--- src/hdl/qnbs_pkg.sv ---
`timescale 1ns / 1ps
// ----------------------------------------------------------------------------
// qnbs_pkg
// Shared types and constants of the quadtree node bit serializer.
// ----------------------------------------------------------------------------
package qnbs_pkg;

  localparam int ByteBits    = 8;
  localparam int ErrorBits   = 2;
  localparam int AccBits     = ByteBits - 1;
  localparam int FieldBits   = ByteBits + ErrorBits + 1;
  localparam int CombBits    = AccBits + FieldBits;
  localparam int MaxBytes    = 3;
  localparam int AlignBits   = MaxBytes * ByteBits;
  localparam int TotalBits   = $clog2(CombBits + 1);
  localparam int CountBits   = $clog2(ByteBits);
  localparam int LevelBits   = $clog2(MaxBytes + 1);

  localparam logic [1:0] LastSibling = 2'd3;

  typedef enum logic [1:0] {
    KIND_ROOT     = 2'd0,
    KIND_INTERIOR = 2'd1,
    KIND_FINEST   = 2'd2
  } node_kind_t;

  typedef struct packed {
    logic [1:0] node_kind;
    logic [1:0] sibling_pos;
    logic       parent_collapsed;
    logic [7:0] mean_value;
    logic [1:0] node_error;
    logic       uniform_flag;
    logic       end_of_image;
  } node_t;

  typedef struct packed {
    logic [AccBits-1:0]   bit_accumulator;
    logic [CountBits-1:0] bit_count;
    logic                 stream_done;
  } pack_state_t;

  typedef struct packed {
    logic [LevelBits-1:0]               count;
    logic [MaxBytes-1:0][ByteBits-1:0]  bytes;
    logic                               last;
  } pack_result_t;

  typedef struct packed {
    logic [LevelBits-1:0] level;
    logic                 can_load;
  } outq_status_t;

endpackage

--- src/hdl/quadtree_node_bit_serializer_top.sv ---
`timescale 1ns / 1ps
// ----------------------------------------------------------------------------
// quadtree_node_bit_serializer_top
// Packs level-ordered quadtree nodes into an MSB-first byte stream.
// ----------------------------------------------------------------------------
// Feed nodes in level order, one per transaction; bytes of the code stream
// come out MSB first, and last_byte marks the final (zero-padded) byte of an
// image. A node is packed in the cycle it is accepted and all of its bytes
// (zero to three) are loaded into a small output queue at once. The input
// is ready whenever that queue is empty or is handing out its final byte,
// so a node that yields two or three bytes holds the input until the queue
// hands out its final byte, while nodes that yield no byte or one byte stream
// at one per cycle as long as the output is taken every cycle. A uniform root
// with error 0 ends the image early: waiting bits are flushed and later nodes
// are dropped up to and including the node flagged end_of_image. No clearing
// pass is needed after reset.
// ----------------------------------------------------------------------------
module quadtree_node_bit_serializer_top (
  input  logic       clk,
  input  logic       rst,
  input  logic       in_valid,
  output logic       in_ready,
  input  logic [1:0] node_kind,
  input  logic [1:0] sibling_pos,
  input  logic       parent_collapsed,
  input  logic [7:0] mean_value,
  input  logic [1:0] node_error,
  input  logic       uniform_flag,
  input  logic       end_of_image,
  output logic       out_valid,
  input  logic       out_ready,
  output logic [7:0] packed_byte,
  output logic       last_byte
);

  qnbs_pkg::node_t        node;
  qnbs_pkg::pack_state_t  state;
  qnbs_pkg::pack_state_t  state_next;
  qnbs_pkg::pack_result_t result;
  qnbs_pkg::outq_status_t status;
  logic                   accept;

  // Gather the node fields for the packer.
  assign node = '{
    node_kind:        node_kind,
    sibling_pos:      sibling_pos,
    parent_collapsed: parent_collapsed,
    mean_value:       mean_value,
    node_error:       node_error,
    uniform_flag:     uniform_flag,
    end_of_image:     end_of_image
  };

  // Take a node only when the queue can absorb all of its bytes.
  assign in_ready = status.can_load;
  assign accept   = in_valid && in_ready;

  qnbs_pack u_pack (
    .node       (node),
    .state      (state),
    .state_next (state_next),
    .result     (result)
  );

  // Hold the waiting bits and the early-end flag; advance on each transaction.
  always_ff @(posedge clk) begin
    if (rst) begin
      state <= '0;
    end else if (accept) begin
      state <= state_next;
    end
  end

  qnbs_outq u_outq (
    .clk         (clk),
    .rst         (rst),
    .load        (accept),
    .result      (result),
    .out_ready   (out_ready),
    .out_valid   (out_valid),
    .packed_byte (packed_byte),
    .last_byte   (last_byte),
    .status      (status)
  );

`ifndef SYNTH
  // A new node must never overwrite bytes still waiting in the queue.
  a_no_overrun: assert property (@(posedge clk) disable iff (rst)
    accept |-> (!out_valid || (out_ready && status.level == 2'd1)))
    else $error("node accepted over pending bytes");

  // The final byte of an image is always the last one queued.
  a_last_at_tail: assert property (@(posedge clk) disable iff (rst)
    (out_valid && last_byte) |-> (status.level == 2'd1))
    else $error("last byte not at tail of queue");

  // While an image is closed early no bits may be waiting.
  a_done_empty: assert property (@(posedge clk) disable iff (rst)
    state.stream_done |-> (state.bit_count == '0 && state.bit_accumulator == '0))
    else $error("bits waiting after early end");

  // With no bits waiting the accumulator stays clear.
  a_acc_clean: assert property (@(posedge clk) disable iff (rst)
    (state.bit_count == '0) |-> (state.bit_accumulator == '0))
    else $error("stale accumulator bits");
`endif

endmodule

--- src/hdl/qnbs_pack.sv ---
`timescale 1ns / 1ps
// ----------------------------------------------------------------------------
// qnbs_pack
// Combinational packer: merges one node's code bits with the waiting bits
// and splits the result into whole bytes plus, on a flush, a padded final byte.
// ----------------------------------------------------------------------------
module qnbs_pack (
  input  qnbs_pkg::node_t       node,
  input  qnbs_pkg::pack_state_t state,
  output qnbs_pkg::pack_state_t state_next,
  output qnbs_pkg::pack_result_t result
);

  logic [qnbs_pkg::FieldBits-1:0] field;
  logic [3:0]                     nbits;
  logic                           ended_now;
  logic                           flush;
  logic [qnbs_pkg::CombBits-1:0]  combined;
  logic [qnbs_pkg::TotalBits-1:0] total;
  logic [qnbs_pkg::AlignBits-1:0] aligned;
  logic [1:0]                     full;
  logic [2:0]                     rem;
  logic [qnbs_pkg::AccBits-1:0]   rem_mask;
  logic                           pad;

  // Select the code bits of this node, right aligned.
  always_comb begin
    field = '0;
    nbits = 4'd0;
    unique case (node.node_kind)
      qnbs_pkg::KIND_ROOT: begin
        if (node.node_error == 2'd0) begin
          field = {node.mean_value, node.node_error, node.uniform_flag};
          nbits = 4'd11;
        end else begin
          field = {1'b0, node.mean_value, node.node_error};
          nbits = 4'd10;
        end
      end
      qnbs_pkg::KIND_INTERIOR: begin
        if (!node.parent_collapsed) begin
          if (node.sibling_pos != qnbs_pkg::LastSibling) begin
            if (node.node_error == 2'd0) begin
              field = {node.mean_value, node.node_error, node.uniform_flag};
              nbits = 4'd11;
            end else begin
              field = {1'b0, node.mean_value, node.node_error};
              nbits = 4'd10;
            end
          end else if (node.node_error == 2'd0) begin
            field = {8'd0, node.node_error, node.uniform_flag};
            nbits = 4'd3;
          end else begin
            field = {9'd0, node.node_error};
            nbits = 4'd2;
          end
        end
      end
      qnbs_pkg::KIND_FINEST: begin
        if (!node.parent_collapsed && node.sibling_pos != qnbs_pkg::LastSibling) begin
          field = {3'd0, node.mean_value};
          nbits = 4'd8;
        end
      end
      default: begin
        field = '0;
        nbits = 4'd0;
      end
    endcase
  end

  assign ended_now = (node.node_kind == qnbs_pkg::KIND_ROOT) &&
                     (node.node_error == 2'd0) && node.uniform_flag;
  assign flush     = ended_now || node.end_of_image;

  always_comb begin
    combined = ({{qnbs_pkg::FieldBits{1'b0}}, state.bit_accumulator} << nbits) |
               {{qnbs_pkg::AccBits{1'b0}}, field};
    total    = qnbs_pkg::TotalBits'(state.bit_count) + qnbs_pkg::TotalBits'(nbits);
    aligned  = {{(qnbs_pkg::AlignBits - qnbs_pkg::CombBits){1'b0}}, combined}
               << (qnbs_pkg::TotalBits'(qnbs_pkg::AlignBits) - total);
    full     = total[4:3];
    rem      = total[2:0];
    rem_mask = qnbs_pkg::AccBits'((8'd1 << rem) - 8'd1);
    pad      = flush && (rem != 3'd0);
  end

  always_comb begin
    result.bytes = {aligned[23:16], aligned[15:8], aligned[7:0]};
    result.count = 2'd0;
    result.last  = 1'b0;
    state_next   = state;
    if (state.stream_done) begin
      // Drop nodes until the image ends.
      if (node.end_of_image) begin
        state_next.stream_done = 1'b0;
      end
    end else begin
      result.count = qnbs_pkg::LevelBits'(full) + qnbs_pkg::LevelBits'(pad);
      result.last  = flush;
      if (flush) begin
        state_next.bit_accumulator = '0;
        state_next.bit_count       = '0;
        state_next.stream_done     = ended_now && !node.end_of_image;
      end else begin
        state_next.bit_accumulator = combined[qnbs_pkg::AccBits-1:0] & rem_mask;
        state_next.bit_count       = rem;
      end
    end
  end

endmodule

--- src/hdl/qnbs_outq.sv ---
`timescale 1ns / 1ps
// ----------------------------------------------------------------------------
// qnbs_outq
// Three-entry byte queue that takes all bytes of one node at once and
// hands them out one per transaction.
// ----------------------------------------------------------------------------
module qnbs_outq (
  input  logic                    clk,
  input  logic                    rst,
  input  logic                    load,
  input  qnbs_pkg::pack_result_t  result,
  input  logic                    out_ready,
  output logic                    out_valid,
  output logic [7:0]              packed_byte,
  output logic                    last_byte,
  output qnbs_pkg::outq_status_t  status
);

  logic [qnbs_pkg::MaxBytes-1:0][qnbs_pkg::ByteBits-1:0] data;
  logic [qnbs_pkg::MaxBytes-1:0]                         last;
  logic [qnbs_pkg::LevelBits-1:0]                        level;
  logic                                                  pop;

  assign out_valid       = (level != '0);
  assign pop             = out_valid && out_ready;
  assign packed_byte     = data[0];
  assign last_byte       = last[0];
  assign status.level    = level;
  assign status.can_load = (level == '0) || ((level == 2'd1) && out_ready);

  always_ff @(posedge clk) begin
    if (rst) begin
      level <= '0;
    end else if (load) begin
      level <= result.count;
    end else if (pop) begin
      level <= level - 2'd1;
    end
  end

  always_ff @(posedge clk) begin
    if (load) begin
      // Head takes the first byte; flag the final one when it ends the image.
      for (int i = 0; i < qnbs_pkg::MaxBytes; i++) begin
        data[i] <= result.bytes[qnbs_pkg::MaxBytes-1-i];
        last[i] <= result.last && (result.count == qnbs_pkg::LevelBits'(i + 1));
      end
    end else if (pop) begin
      for (int i = 0; i < qnbs_pkg::MaxBytes - 1; i++) begin
        data[i] <= data[i+1];
        last[i] <= last[i+1];
      end
      data[qnbs_pkg::MaxBytes-1] <= '0;
      last[qnbs_pkg::MaxBytes-1] <= 1'b0;
    end
  end

endmodule
--- config.mk ---
export PLATFORM = sky130hd
export DESIGN_NAME = quadtree_node_bit_serializer_top
export DESIGN_NICKNAME = d
export VERILOG_FILES = /design/src/hdl/qnbs_pkg.sv /design/src/hdl/quadtree_node_bit_serializer_top.sv /design/src/hdl/qnbs_pack.sv /design/src/hdl/qnbs_outq.sv
export SDC_FILE = /design/constraint.sdc
export NUM_CORES = 1
export LEC_CHECK = 0
export BUFFER_PORTS_ARGS = -buffer_cell sky130_fd_sc_hd__buf_2
export CORE_MARGIN = 2
export CORE_UTILIZATION = 60
export CTS_BUF_LIST = sky130_fd_sc_hd__clkbuf_4 sky130_fd_sc_hd__clkbuf_8
export DETAILED_ROUTE_END_ITERATION = 8
export PLACE_DENSITY = 0.81
export SYNTH_ARGS = -nofsm -noshare
export SYNTH_HDL_FRONTEND = slang
export SYNTH_SLANG_ARGS = --single-unit
--- constraint.sdc ---
create_clock -name clk -period 6.1 [get_ports clk]
set_input_delay 0.61 -clock clk [delete_from_list [all_inputs] [get_ports clk]]
set_output_delay 0.61 -clock clk [all_outputs]
set_load 0.05 [all_outputs]
==> metrics.md <==
| Metric | Value |
|---|---|
| Outcome | `finished clean` |
| Most frequent cells after synthesis | `nor2_1, nand2_1, edfxtp_1` |
| Endpoints failing hold | `0` |
| Share of the synthesized area in the top cell type | `21.3%` |
| Setup Skew | `6.94 ps` |
| Finished Cell Area | `0.00403 sq mm` |
| Initial antenna violation count | `0` |
| Post-cts sizing count | `0` |
| Top-count cell post-synth | `nor2_1` |
| Total CTS buffers | `5` |
| First-pass GRT wire length | `18.4 mm` |
| GPL Wtd Cong | `0.989` |
| Avg Cell Area, Syn | `8.04 sq um` |
| Routed WL per cell | `20.7 um` |
| Fmax | `205 MHz` |
| Final setup viols | `0` |
| Reg2reg start | `state[1]$_SDFFE_PP0P_` |
| Residual DRC count | `0` |
| Sink Count | `40` |
| Critical Path RT | `6220 ps` |
| Initial DRC count | `440` |
| # rows | `29` |
| Vias in the first global route | `3578` |
| Setup crit end kind | `flop` |
| Placed Area | `0.00391 sq mm` |
| Crit path DAT | `5000 ps` |
| Power per cell area | `268 mW/mm^2` |
| CP cell instances | `buf_2 -> a21oi_2 -> inv_2 -> nor3_1 -> ha_1 -> inv_1 -> fa_1 -> buf_4 -> nand2_1 -> clkinv_1 -> ha_1 -> clkinv_1 -> mux4_2 -> a221oi_1 -> nand2_1 -> o311ai_1` |
| Worst VDD drop | `0.177 mV` |
| Post-synthesis cell area | `0.00381 sq mm` |
| Post-synth EDFFs | `27` |
| # port buffers | `31` |
| Crit Path Max Fanout | `29` |
| Setup repair bufs after CTS | `0` |
| Final HPWL DP | `8.63 mm` |
| CP Class | `in2reg` |
| Area contributors post-synth | `edfxtp_1, dfxtp_1, nor2_1` |
| WP buf/inv | `6` |
| Crit share post-route | `79.9%` |
| Synth Instances | `474` |
| Hold WC Path Type | `reg2reg` |
| Post-synth cell types | `69` |
| Tot GR Track Use | `32.4%` |
| Die height | `83.7 um` |
| Seq/Total Area, Yosys | `28.1%` |
| Max-slew violations | `0` |
| Largest net degree at the start of global routing | `32` |
| CTS Hold Bufs | `0` |
| WHS Path Cells | `2` |
| Via total after detailed routing | `3964` |
| Clock-pin slew on the worst setup and hold paths | `90 ps` |
| Clock latency on the worst-skew pair | `300 ps` |
| Max-slew headroom | `37.0%` |
| R2R Setup Slk | `2310 ps` |
| Critical path's slowest cell | `a21oi_2` |
| Initial core utilization | `61.1%` |
| Synthesis Warnings | `0` |
| Final #Nets | `506` |
| Leading area contributor after synthesis | `edfxtp_1` |
| TritonCTS clock tree | `yes` |
| Register area | `0.00107 sq mm` |
| Leakage | `1.45 nW` |
| Power, Total | `1.08 mW` |
| Crit path time final | `4880 ps` |
| IO Count | `32` |
| Core Region | `0.00624 sq mm` |
| Area of the multi-input gates | `0.00247 sq mm` |
| DIE AREA | `0.00701 sq mm` |
| Root Driver | `clkbuf_8` |
| #FFs+latches synth | `40` |
| R2R depth | `12` |
| Setup crit start kind | `input pin` |
| Asr flop ratio synth | `0%` |
| Die width | `83.7 um` |
| Drt pass-1 iters | `5` |
| Grt total ovfl | `0` |
| RSZ-0062 raised after global routing | `false` |
| Delay-heaviest family, CP | `buffers and inverters` |
| Post-synth net total | `503` |
| Setup TNS | `0 ps` |
| Slowest Stage Delay on Critical Path | `510 ps` |
| Antenna diode count | `0` |
| Fillers | `532` |
| Final wirelength | `11.5 mm` |
| Layout area overhead | `5.84%` |
| Max-cap viol count | `0` |
| Depth of the CTS H-tree | `2` |
| Final ANT Viol Nets | `0` |
| Clk buf depth | `2` |
| Reg2reg end | `u_outq.packed_byte[6]$_DFFE_PP_` |
| Share of cells above drive strength 1 | `13.8%` |
| Top FF cell, synth | `edfxtp_1` |
| Hold Path Origin | `state[2]$_SDFFE_PP0P_` |
| DR vias/cell | `7.14` |
| Worst Max-Slew Pin Slew | `938 ps` |
| Hold Path Sink | `state[2]$_SDFFE_PP0P_` |
[worst register-to-register path: cells and delay by family (launching register included)]
family	cells	cell delay [ps]
adder cells (fa/ha/maj)	3	1030
buffers and inverters	4	1030
multiplexers	1	450
AO/OA/AOI/OAI	2	450
AND/OR/NAND/NOR	2	330
flip-flops	1	320
[placed cells by master (no fill, tap or decap), drive strengths merged, types with 13 or more instances in the layout]
master,instances
mux2i,14
nor2,50
dfxtp,13
edfxtp,27
nand3,21
nor3,21
a21oi,21
o211ai,15
o21ai,25
buf,39
inv,14
nand2,44
[routing by layer]
| layer | global-route usage (%) | up-vias | part of all wire, % | wire length, um |
|---|---|---|---|---|
| met5 | 0 | - | 0 | 0 |
| met4 | 13.0 | 0 | 4.3 | 493 |
| met3 | 5.93 | 55 | 9.9 | 1130 |
| met2 | 50.0 | 270 | 45 | 5120 |
| met1 | 45.0 | 1807 | 41 | 4740 |
| li1 | - | 1832 | - | - |
[flip-flops by register name (all words and copies together) (netlist names)]
signal	cells
u_outq.level	2
u_outq.data	16
u_outq.packed_byte	8
u_outq.last	3
state	11
[stage by stage]
| stage | setup WS, ps | instances | hold slack [ps] | util (%) |
|---|---|---|---|---|
| 6_report | 1220 | 555 | 503 | 64.6 |
| 5_1_grt | 860 | 555 | 541 | 64.6 |
| 4_1_cts | 1300 | 555 | 505 | 64.6 |
| 3_5_place_dp | 992 | 547 | 500 | 62.7 |
| 3_3_place_gp | 1160 | 547 | 482 | 62.7 |
| 2_1_floorplan | 2180 | 474 | 449 | - |
[cell type report]
class | count | area share (%)
clock buffer | 6 | 2.05
clock inverter | 2 | 0.962
inverter | 16 | 1.49
multi-input combinational | 375 | 61.2
sequential | 40 | 26.6
tap | 77 | 2.39
timing repair buffer | 39 | 5.33
[worst max path at each step]
stage	cells after the start	slack (ps)	endpoint	from
floorplan	15	2180	u_outq.data[11]$_DFFE_PP_	parent_collapsed
global placement	16	1160	u_outq.packed_byte[7]$_DFFE_PP_	node_kind[1]
detailed placement	16	990	u_outq.packed_byte[7]$_DFFE_PP_	node_kind[1]
CTS	16	1300	u_outq.packed_byte[7]$_DFFE_PP_	node_kind[1]
global route	16	860	u_outq.packed_byte[7]$_DFFE_PP_	node_kind[1]
finish	16	1220	u_outq.packed_byte[6]$_DFFE_PP_	node_kind[1]
[logic make-up (layout without fill, tap and decap cells)]
logic type | Yosys count | in the layout | share of synthesized area (%)
multiplexers | 16 | 16 | 4.56
XOR/XNOR | 8 | 8 | 1.84
AO/OA/AOI/OAI | 167 | 167 | 33.3
buffers and inverters | 59 | 63 | 7.09
adder cells (fa/ha/maj) | 8 | 8 | 2.82
AND/OR/NAND/NOR | 176 | 176 | 22.3
flip-flops | 40 | 40 | 28.1
[report_power, final]
part           switching [mW]  internal [mW]
registers              0.0168          0.352
logic                   0.339          0.135
clock network           0.105          0.134
Note: power is estimated with default switching activity, not from simulation.
